--- config.mk ---
export PLATFORM = sky130hd
export DESIGN_NAME = go_back_n_sender
export DESIGN_NICKNAME = d
export VERILOG_FILES = /design/src/hdl/gbn_pkg.sv /design/src/hdl/gbn_ram.sv /design/src/hdl/go_back_n_sender.sv
export SDC_FILE = /design/constraint.sdc
export NUM_CORES = 1
export LEC_CHECK = 0
export BUFFER_PORTS_ARGS = -buffer_cell sky130_fd_sc_hd__buf_2
export CORE_UTILIZATION = 35
export CTS_BUF_LIST = sky130_fd_sc_hd__clkbuf_4
export DETAILED_ROUTE_END_ITERATION = 16
export PLACE_DENSITY = 0.59
export SLEW_MARGIN = 20
export SYNTH_ARGS = -nofsm -noshare
export SYNTH_HDL_FRONTEND = slang
export SYNTH_HIERARCHICAL = 1
export SYNTH_SLANG_ARGS = --single-unit
--- constraint.sdc ---
create_clock -name clk -period 7.1 [get_ports clk]
set_input_delay 0.355 -clock clk [delete_from_list [all_inputs] [get_ports clk]]
set_output_delay 0.355 -clock clk [all_outputs]
set_load 0.05 [all_outputs]
--- src/hdl/gbn_pkg.sv ---
// Shared constants for the go-back-n sender: field widths and request/timer codes.
`default_nettype none

package gbn_pkg;

    localparam int REQ_W  = 2;
    localparam int WIN_W  = 3;
    localparam int TAG_W  = 3;
    localparam int TCMD_W = 2;

    // request kinds
    localparam logic [REQ_W-1:0] REQ_SEND    = 2'd0;
    localparam logic [REQ_W-1:0] REQ_ACK     = 2'd1;
    localparam logic [REQ_W-1:0] REQ_TIMEOUT = 2'd2;

    // timer commands
    localparam logic [TCMD_W-1:0] TMR_NONE    = 2'd0;
    localparam logic [TCMD_W-1:0] TMR_START   = 2'd1;
    localparam logic [TCMD_W-1:0] TMR_STOP    = 2'd2;
    localparam logic [TCMD_W-1:0] TMR_RESTART = 2'd3;

    // most packets replayed by one timeout
    localparam logic [WIN_W-1:0] MAX_REPLAY = 3'd7;

    // window size after reset
    localparam logic [WIN_W-1:0] WIN_RESET = 3'd4;

endpackage

`default_nettype wire

--- src/hdl/gbn_ram.sv ---
// Generic single-write, single-read RAM with registered read data.
`default_nettype none

module gbn_ram #(
    parameter int WIDTH = 64,
    parameter int DEPTH = 8
) (
    input  logic                     clk,
    input  logic                     we,
    input  logic [$clog2(DEPTH)-1:0] waddr,
    input  logic [WIDTH-1:0]         wdata,
    input  logic                     re,
    input  logic [$clog2(DEPTH)-1:0] raddr,
    output logic [WIDTH-1:0]         rdata
);

    logic [WIDTH-1:0] mem [DEPTH];

    always_ff @(posedge clk)
    begin
        if (we)
        begin
            mem[waddr] <= wdata;
        end
        if (re)
        begin
            rdata <= mem[raddr];
        end
    end

endmodule

`default_nettype wire

--- src/hdl/go_back_n_sender.sv ---
// Go-back-N ARQ sender: window control, timer commands and replay from a payload RAM.
// A result is held in the output register and is offered in the cycle after its input transfer.
// Send, ack and unknown requests give one result; one item per cycle when m_tready holds.
// A timeout with N packets outstanding gives N results, the first via the payload RAM read
// register and then the output register, then one per cycle while m_tready holds (one packet per read).
// Reset (rst_n low, async): base = next_seq = 1, timer tag 0, window 4; RAM not cleared.
`default_nettype none

module go_back_n_sender #(
    parameter int SEQ_MODULUS   = 8,
    parameter int PAYLOAD_WIDTH = 64
) (
    input  logic clk,
    input  logic rst_n,

    // configuration: window_size
    input  logic                      cfg_we,
    input  logic [gbn_pkg::WIN_W-1:0] cfg_wdata,

    // request stream
    input  logic                                       s_tvalid,
    output logic                                       s_tready,
    // tdata, low bit up: payload, ack_num, checksum_ok, expired_tag, zero pad
    input  logic [((PAYLOAD_WIDTH+7+7)/8)*8-1:0]       s_tdata,
    // tuser: req_type
    input  logic [gbn_pkg::REQ_W-1:0]                  s_tuser,

    // result stream
    output logic                                       m_tvalid,
    input  logic                                       m_tready,
    // tdata, low bit up: accepted, pkt_seq, pkt_payload, timer_cmd, timer_tag, zero pad
    output logic [((PAYLOAD_WIDTH+9+7)/8)*8-1:0]       m_tdata,
    // tuser: pkt_valid
    output logic                                       m_tuser,
    // tlast: last result of a request
    output logic                                       m_tlast
);

    import gbn_pkg::*;

    localparam int PW     = PAYLOAD_WIDTH;
    localparam int SEQ_W  = $clog2(SEQ_MODULUS);
    // compare width wide enough for sequence numbers, 3-bit fields and the modulus
    localparam int AW     = ((SEQ_W > 3) ? SEQ_W : 3) + 1;
    localparam int OUT_TW = ((PW + 9 + 7) / 8) * 8;

    localparam logic ST_IDLE = 1'b0;
    localparam logic ST_OUT  = 1'b1;   // timeout replay, one packet per cycle while m_tready holds

    function automatic logic [SEQ_W-1:0] seq_inc(input logic [SEQ_W-1:0] a);
        seq_inc = (a == SEQ_W'(SEQ_MODULUS - 1)) ? '0 : a + 1'b1;
    endfunction

    function automatic logic [SEQ_W-1:0] seq_dist(input logic [SEQ_W-1:0] from,
                                                  input logic [SEQ_W-1:0] to);
        logic [SEQ_W:0] d;
        d = {1'b0, to} - {1'b0, from};
        if (d[SEQ_W])
        begin
            d = d + (SEQ_W+1)'(SEQ_MODULUS);
        end
        seq_dist = d[SEQ_W-1:0];
    endfunction

    // input fields
    logic [PW-1:0]     in_payload;
    logic [2:0]        in_ack;
    logic              in_ck;
    logic [TAG_W-1:0]  in_tag;

    assign in_payload = s_tdata[PW-1:0];
    assign in_ack     = s_tdata[PW+2:PW];
    assign in_ck      = s_tdata[PW+3];
    assign in_tag     = s_tdata[PW+6:PW+4];

    // control state
    logic              state_reg, state_next;
    logic [WIN_W-1:0]  win_reg, win_next;
    logic [SEQ_W-1:0]  base_reg, base_next;
    logic [SEQ_W-1:0]  nseq_reg, nseq_next;
    logic [TAG_W-1:0]  rtag_reg, rtag_next;
    logic [SEQ_W-1:0]  cur_reg, cur_next;      // replay sequence number
    logic [WIN_W-1:0]  rem_reg, rem_next;      // replay packets left
    logic              first_reg, first_next;  // first replay result carries the timer

    // output register
    logic              mv_reg, mv_next;
    logic              o_acc_reg, o_acc_next;
    logic              o_pv_reg, o_pv_next;
    logic [2:0]        o_seq_reg, o_seq_next;
    logic [PW-1:0]     o_pay_reg, o_pay_next;
    logic [TCMD_W-1:0] o_tcmd_reg, o_tcmd_next;
    logic [TAG_W-1:0]  o_ttag_reg, o_ttag_next;
    logic              o_last_reg, o_last_next;

    // payload RAM ports
    logic              ram_we;
    logic              ram_re;
    logic [SEQ_W-1:0]  ram_raddr;
    logic [PW-1:0]     ram_rdata;

    logic              out_free;
    logic              in_xfer;
    logic [SEQ_W-1:0]  outstanding;
    logic [WIN_W-1:0]  eff_win;
    logic              win_full;
    logic [AW-1:0]     ack_w;
    logic [SEQ_W-1:0]  ack_mod;
    logic              ack_ok;
    logic [SEQ_W-1:0]  ack_base;

    gbn_ram #(
        .WIDTH (PW),
        .DEPTH (SEQ_MODULUS)
    ) u_store (
        .clk   (clk),
        .we    (ram_we),
        .waddr (nseq_reg),
        .wdata (in_payload),
        .re    (ram_re),
        .raddr (ram_raddr),
        .rdata (ram_rdata)
    );

    // the output register takes a new result when empty or drained this cycle
    assign out_free = !mv_reg || m_tready;
    assign s_tready = (state_reg == ST_IDLE) && out_free;
    assign in_xfer  = s_tvalid && s_tready;

    // window bookkeeping
    assign outstanding = seq_dist(base_reg, nseq_reg);
    assign eff_win     = (AW'(win_reg) > AW'(SEQ_MODULUS - 1)) ? WIN_W'(SEQ_MODULUS - 1)
                                                               : win_reg;
    assign win_full    = AW'(outstanding) >= AW'(eff_win);

    // ack number mod the sequence space; a 3-bit value stays below twice a modulus of 4 or more
    assign ack_w    = (AW'(in_ack) >= AW'(SEQ_MODULUS)) ? AW'(in_ack) - AW'(SEQ_MODULUS)
                                                        : AW'(in_ack);
    assign ack_mod  = SEQ_W'(ack_w);
    assign ack_ok   = in_ck && (seq_dist(base_reg, ack_mod) < outstanding);
    assign ack_base = seq_inc(ack_mod);

    assign ram_we = in_xfer && (s_tuser == REQ_SEND) && !win_full;

    always_comb
    begin
        state_next  = state_reg;
        win_next    = win_reg;
        base_next   = base_reg;
        nseq_next   = nseq_reg;
        rtag_next   = rtag_reg;
        cur_next    = cur_reg;
        rem_next    = rem_reg;
        first_next  = first_reg;
        ram_re      = 1'b0;
        ram_raddr   = base_reg;

        mv_next     = mv_reg && !m_tready;
        o_acc_next  = o_acc_reg;
        o_pv_next   = o_pv_reg;
        o_seq_next  = o_seq_reg;
        o_pay_next  = o_pay_reg;
        o_tcmd_next = o_tcmd_reg;
        o_ttag_next = o_ttag_reg;
        o_last_next = o_last_reg;

        if (cfg_we)
        begin
            win_next = cfg_wdata;
        end

        unique case (state_reg)
            ST_IDLE:
            begin
                if (in_xfer)
                begin
                    // default result: all zero, last set
                    mv_next     = 1'b1;
                    o_acc_next  = 1'b0;
                    o_pv_next   = 1'b0;
                    o_seq_next  = '0;
                    o_pay_next  = '0;
                    o_tcmd_next = TMR_NONE;
                    o_ttag_next = '0;
                    o_last_next = 1'b1;

                    case (s_tuser)
                        REQ_SEND:
                        begin
                            if (!win_full)
                            begin
                                o_acc_next = 1'b1;
                                o_pv_next  = 1'b1;
                                o_seq_next = 3'(nseq_reg);
                                o_pay_next = in_payload;
                                nseq_next  = seq_inc(nseq_reg);
                                if (outstanding == '0)
                                begin
                                    rtag_next   = TAG_W'(base_reg);
                                    o_tcmd_next = TMR_START;
                                    o_ttag_next = TAG_W'(base_reg);
                                end
                            end
                        end
                        REQ_ACK:
                        begin
                            if (ack_ok)
                            begin
                                base_next = ack_base;
                                if (ack_base == nseq_reg)
                                begin
                                    o_tcmd_next = TMR_STOP;
                                    o_ttag_next = rtag_reg;
                                end
                                else
                                begin
                                    rtag_next   = TAG_W'(ack_base);
                                    o_tcmd_next = TMR_RESTART;
                                    o_ttag_next = TAG_W'(ack_base);
                                end
                            end
                        end
                        REQ_TIMEOUT:
                        begin
                            if (outstanding == '0)
                            begin
                                o_tcmd_next = TMR_STOP;
                                o_ttag_next = in_tag;
                            end
                            else
                            begin
                                // nothing emitted now; replay starts with the RAM read
                                mv_next    = 1'b0;
                                rtag_next  = in_tag;
                                ram_re     = 1'b1;
                                ram_raddr  = base_reg;
                                cur_next   = base_reg;
                                rem_next   = (AW'(outstanding) > AW'(MAX_REPLAY))
                                             ? MAX_REPLAY : WIN_W'(outstanding);
                                first_next = 1'b1;
                                state_next = ST_OUT;
                            end
                        end
                        default:
                        begin
                        end
                    endcase
                end
            end
            ST_OUT:
            begin
                if (out_free)
                begin
                    mv_next     = 1'b1;
                    o_acc_next  = 1'b0;
                    o_pv_next   = 1'b1;
                    o_seq_next  = 3'(cur_reg);
                    o_pay_next  = ram_rdata;
                    o_tcmd_next = first_reg ? TMR_RESTART : TMR_NONE;
                    o_ttag_next = first_reg ? rtag_reg : '0;
                    o_last_next = (rem_reg == WIN_W'(1));
                    first_next  = 1'b0;
                    cur_next    = seq_inc(cur_reg);
                    rem_next    = rem_reg - 1'b1;
                    if (rem_reg == WIN_W'(1))
                    begin
                        state_next = ST_IDLE;
                    end
                    else
                    begin
                        ram_re    = 1'b1;
                        ram_raddr = seq_inc(cur_reg);
                    end
                end
            end
            default:
            begin
                state_next = ST_IDLE;
            end
        endcase
    end

    // control registers
    always_ff @(posedge clk or negedge rst_n)
    begin
        if (!rst_n)
        begin
            state_reg <= ST_IDLE;
            win_reg   <= WIN_RESET;
            base_reg  <= SEQ_W'(1);
            nseq_reg  <= SEQ_W'(1);
            rtag_reg  <= '0;
            cur_reg   <= '0;
            rem_reg   <= '0;
            first_reg <= 1'b0;
            mv_reg    <= 1'b0;
        end
        else
        begin
            state_reg <= state_next;
            win_reg   <= win_next;
            base_reg  <= base_next;
            nseq_reg  <= nseq_next;
            rtag_reg  <= rtag_next;
            cur_reg   <= cur_next;
            rem_reg   <= rem_next;
            first_reg <= first_next;
            mv_reg    <= mv_next;
        end
    end

    // result payload, no reset
    always_ff @(posedge clk)
    begin
        o_acc_reg  <= o_acc_next;
        o_pv_reg   <= o_pv_next;
        o_seq_reg  <= o_seq_next;
        o_pay_reg  <= o_pay_next;
        o_tcmd_reg <= o_tcmd_next;
        o_ttag_reg <= o_ttag_next;
        o_last_reg <= o_last_next;
    end

    assign m_tvalid = mv_reg;
    assign m_tuser  = o_pv_reg;
    assign m_tlast  = o_last_reg;
    assign m_tdata  = OUT_TW'({o_ttag_reg, o_tcmd_reg, o_pay_reg, o_seq_reg, o_acc_reg});

    // replay only runs with packets left to send
    a_replay_nonempty: assert property (@(posedge clk) disable iff (!rst_n)
        (state_reg == ST_OUT) |-> (rem_reg != '0))
        else $error("replay with no packets left");

    // the last replayed packet returns the sender to idle
    a_replay_end: assert property (@(posedge clk) disable iff (!rst_n)
        (state_reg == ST_OUT && out_free && rem_reg == WIN_W'(1)) |=> (state_reg == ST_IDLE))
        else $error("replay did not end after its last packet");

    // the payload RAM is never written while a replay reads it
    a_no_write_in_replay: assert property (@(posedge clk) disable iff (!rst_n)
        ram_we |-> (state_reg == ST_IDLE))
        else $error("payload write during replay");

    // an accepted send always carries its packet
    a_accept_has_pkt: assert property (@(posedge clk) disable iff (!rst_n)
        (mv_reg && o_acc_reg) |-> (o_pv_reg && o_last_reg))
        else $error("accepted send without packet");

    // a send taken into the window advances next_seq by one
    a_send_advances: assert property (@(posedge clk) disable iff (!rst_n)
        ram_we |=> (nseq_reg == seq_inc($past(nseq_reg))))
        else $error("next_seq did not advance after a send");

endmodule

`default_nettype wire

==> summary.md <==
| Metric | Value |
|---|---|
| Slowest cell on crit path | `dfstp_2` |
| Warnings from Yosys | `6` |
| Total track usage | `around 15%` |
| Slew @ Worst Pin | `0.963 ns` |
| Reg2reg path depth | `12` |
| Worst VDD drop | `253 uV` |
| Top Ports | `166` |
| PortBufs | `~160` |
| Ys flop type | `edfxtp_1` |
| Crit share post-route | `roughly 70%` |
| Via/cell ratio | `between 4 and 5` |
| Most frequent cells in the layout | `edfxtp_1, clkbuf_4, buf_2` |
| Worst Path Arrival | `5.40 ns` |
| Final setup viols | `0` |
| Post-CTS Hold Fix Bufs | `90` |
| Setup CP Type | `flop to flop` |
| Drc violations | `14` |
| Post-synth EDFFs | `651` |
| Crit-path max cell delay | `between 0.6 and 0.7 ns` |
| Clock-pin slew on the worst setup and hold paths | `0.07 ns` |
| Most common cell after layout, fill and taps aside | `edfxtp_1` |
| Area growth, synth to finish | `19.2%` |
| Largest net degree at the start of global routing | `100` |
| Final Net Count | `about 1.7k` |
| Die width | `between 200 and 300 microns` |
| Antenna violations before repair | `3` |
| Critical path launch point type | `flop` |
| CTS resizes | `0` |
| Core footprint | `73200 sq um` |
| Root buffer cell | `clkbuf_4` |
| Max_cap viols | `0` |
| Average wire per cell in the routed design | `around 21 microns` |
| Cell chain of the critical path | `inv_1 > ha_1 > inv_1 > fa_1 > ha_1 > a21oi_1 > maj3_2 > and3_1 > nand2b_1 > nor2_4 > buf_4 > buf_4` |
| Critical Path End Type | `flop` |
| RSZ-0062 raised after global routing | `false` |
| Asr flop ratio synth | `roughly 3.1%` |
| Skew-Pair Late Insertion Delay | `1.00 ns` |
| Routed Antenna Nets | `0` |
| Starting Density | `35.4%` |
| Skew final | `approximately 0.076 ns` |
| Total Wirelength | `roughly 57000 microns` |
| Post-DP HPWL | `roughly 29000 microns` |
| Die ar. | `approximately 75000 sq um` |
| First-pass GRT wire length | `between 80000 and 90000 microns` |
| Tmin final | `4.84 ns` |
| CTS H-tree lvls | `4` |
| Setup WS pre-CTS | `between 2 and 2.5 ns` |
| Setup Fix Bufs, Post-CTS | `0` |
| CP max FO | `33` |
| PnR worst setup slack | `between 2 and 2.5 ns` |
| GPL Wtd Cong | `between 0.7 and 0.8` |
| CP required | `around 7.7 ns` |
| Power per standard cell area | `roughly 390 nW/um^2` |
| Detailed Route Iter0 Violations | `roughly 870` |
| Via total after detailed routing | `roughly 13k` |
| Register bit total from synthesis | `about 670` |
| Max clock buf depth | `3` |
| Yosys cell types | `between 40 and 50` |
| Num rows | `99` |
| Leakage | `approximately 10 nW` |
| Worst min path class | `input port to flop` |
| Total iterations of the first detailed-routing run | `11` |
| Hold path cells | `2` |
| Synthesized area per cell | `~22 sq um` |
| Status | `complete, but fails checks` |
| Slew headroom | `35.8%` |
| Total CTS buffers | `roughly 180` |
| Gate Count Post-Synth | `~1.2k` |
| Fraction of layout cells with a size suffix above 1 | `between 30 and 40%` |
| Max-slew violation count | `0` |
| Largest register FFs | `just over 500` |
| Die height | `~270 microns` |
| Final Hold Fails | `0` |
| Clock tree from TritonCTS | `yes` |
| Clock Sinks | `around 670` |
| Total grt overflow | `0` |
| F_max | `approximately 210 MHz` |
| Final TNS setup | `0 ns` |
| Vias in the first global route | `14.1k` |
| Post-Synthesis Cell Area | `roughly 26000 sq um` |
| Failing checks | `DRC` |
| Register area share after synthesis | `77.4%` |
-- worst max-delay path: cells and delay by family, from the launching register on --
kind            cells  cell delay (ns)
simple gates        3             0.72
buf+inv             4             1.32
flops               1             0.67
compound gates      1             0.40
fa+ha+maj           4             1.30
-- kinds of logic (layout without fill, tap and decap cells) --
kind of cell / after synthesis / in the layout / share of synthesized area (%)
AO/OA/AOI/OAI: 111 / 111 / 3.35
XOR/XNOR: 6 / 6 / 0.265
adder cells (fa/ha/maj): 21 / 21 / 1.07
buffers and inverters: 81 / 581 / 1.86
flip-flops: 672 / 672 / 77.4
multiplexers: 212 / 212 / 14.7
other: 1 / 10 / 0.0145
AND/OR/NAND/NOR: 74 / 74 / 1.34
-- per-layer routing --
layer  track usage (%)  share of wire [%]  vias up
li1                  -                  -     5779
met1              19.8                 44     6817
met2              24.8                 49      397
met3              4.12                5.4       96
met4              6.39                2.1        0
met5                 0                  0        -
-- layout make-up --
class | instances | area, sq um
inverter | 17 | 63.8
clock buffer | 248 | 1860
antenna | 3 | 7.51
multi-input combinational | 431 | 5520
sequential | 672 | 20100
fill | 6399 | 42300
tap | 959 | 1200
timing repair buffer | 266 | 1920
clock inverter | 50 | 269
-- Yosys cell counts, types with 3 or more instances --
cell type,instances,area (sq um)
dfstp_2,3,78.8
nor4_1,4,25.0
nor2_1,18,67.6
o21ai_0,15,75.1
ha_1,18,225
inv_1,17,63.8
edfxtp_1,651,19500
a21oi_1,8,40.0
nand2_1,27,101
buf_4,11,82.6
buf_2,13,65.1
a31oi_1,3,18.8
mux4_2,128,2880
nand3_1,3,15.0
nand2b_1,7,43.8
a211o_1,4,35.0
nor3_1,6,30.0
mux2_2,80,901
o211ai_1,3,22.5
a211oi_1,3,22.5
mux2i_1,4,40.0
dfrtp_1,18,450
clkbuf_1,23,86.3
buf_6,16,180
a22o_1,67,587
xor2_1,4,35.0
-- metrics by stage --
stage | area (sq um) | std cells | power (W) | util (%) | hold slack [ns]
6_report | 30900 | 2646 | 0.0120 | 42.2 | 0.195
5_1_grt | 30900 | 2646 | 0.0127 | 42.2 | 0.0936
4_1_cts | 30900 | 2643 | 0.0122 | 42.2 | 0.00930
3_5_place_dp | 27900 | 2255 | 0.00891 | 38.1 | 0.366
3_3_place_gp | 27900 | 2255 | 0.00886 | 38.1 | 0.355
2_1_floorplan | 26000 | 1184 | 0.00805 | - | 0.0594
-- final timing paths --
path | from | slack, ns | end
setup / recovery | nseq_reg[0] | 2.26 | u_store/mem[1][42]
hold / removal | s_tdata[35] | 0.20 | u_store/mem[3][35]
setup reg to reg | nseq_reg[0] | 2.26 | u_store/mem[1][42]
hold reg to reg | u_store/rdata[50] | 0.49 | o_pay_reg[50]
max in group asynchronous | rst_n | 5.17 | state_reg
min in group asynchronous | rst_n | 0.48 | base_reg[0]
-- report_power, final --
part / internal, W / leakage [nW] / switching, W
combinational: 0.00151 / 2.93 / 0.00209
clock: 0.00165 / 1.27 / 0.00154
sequential: 0.00499 / 6.20 / 0.000220
total: 0.00815 / 10.4 / 0.00385
No activity file was read; power rests on OpenSTA's default activity.
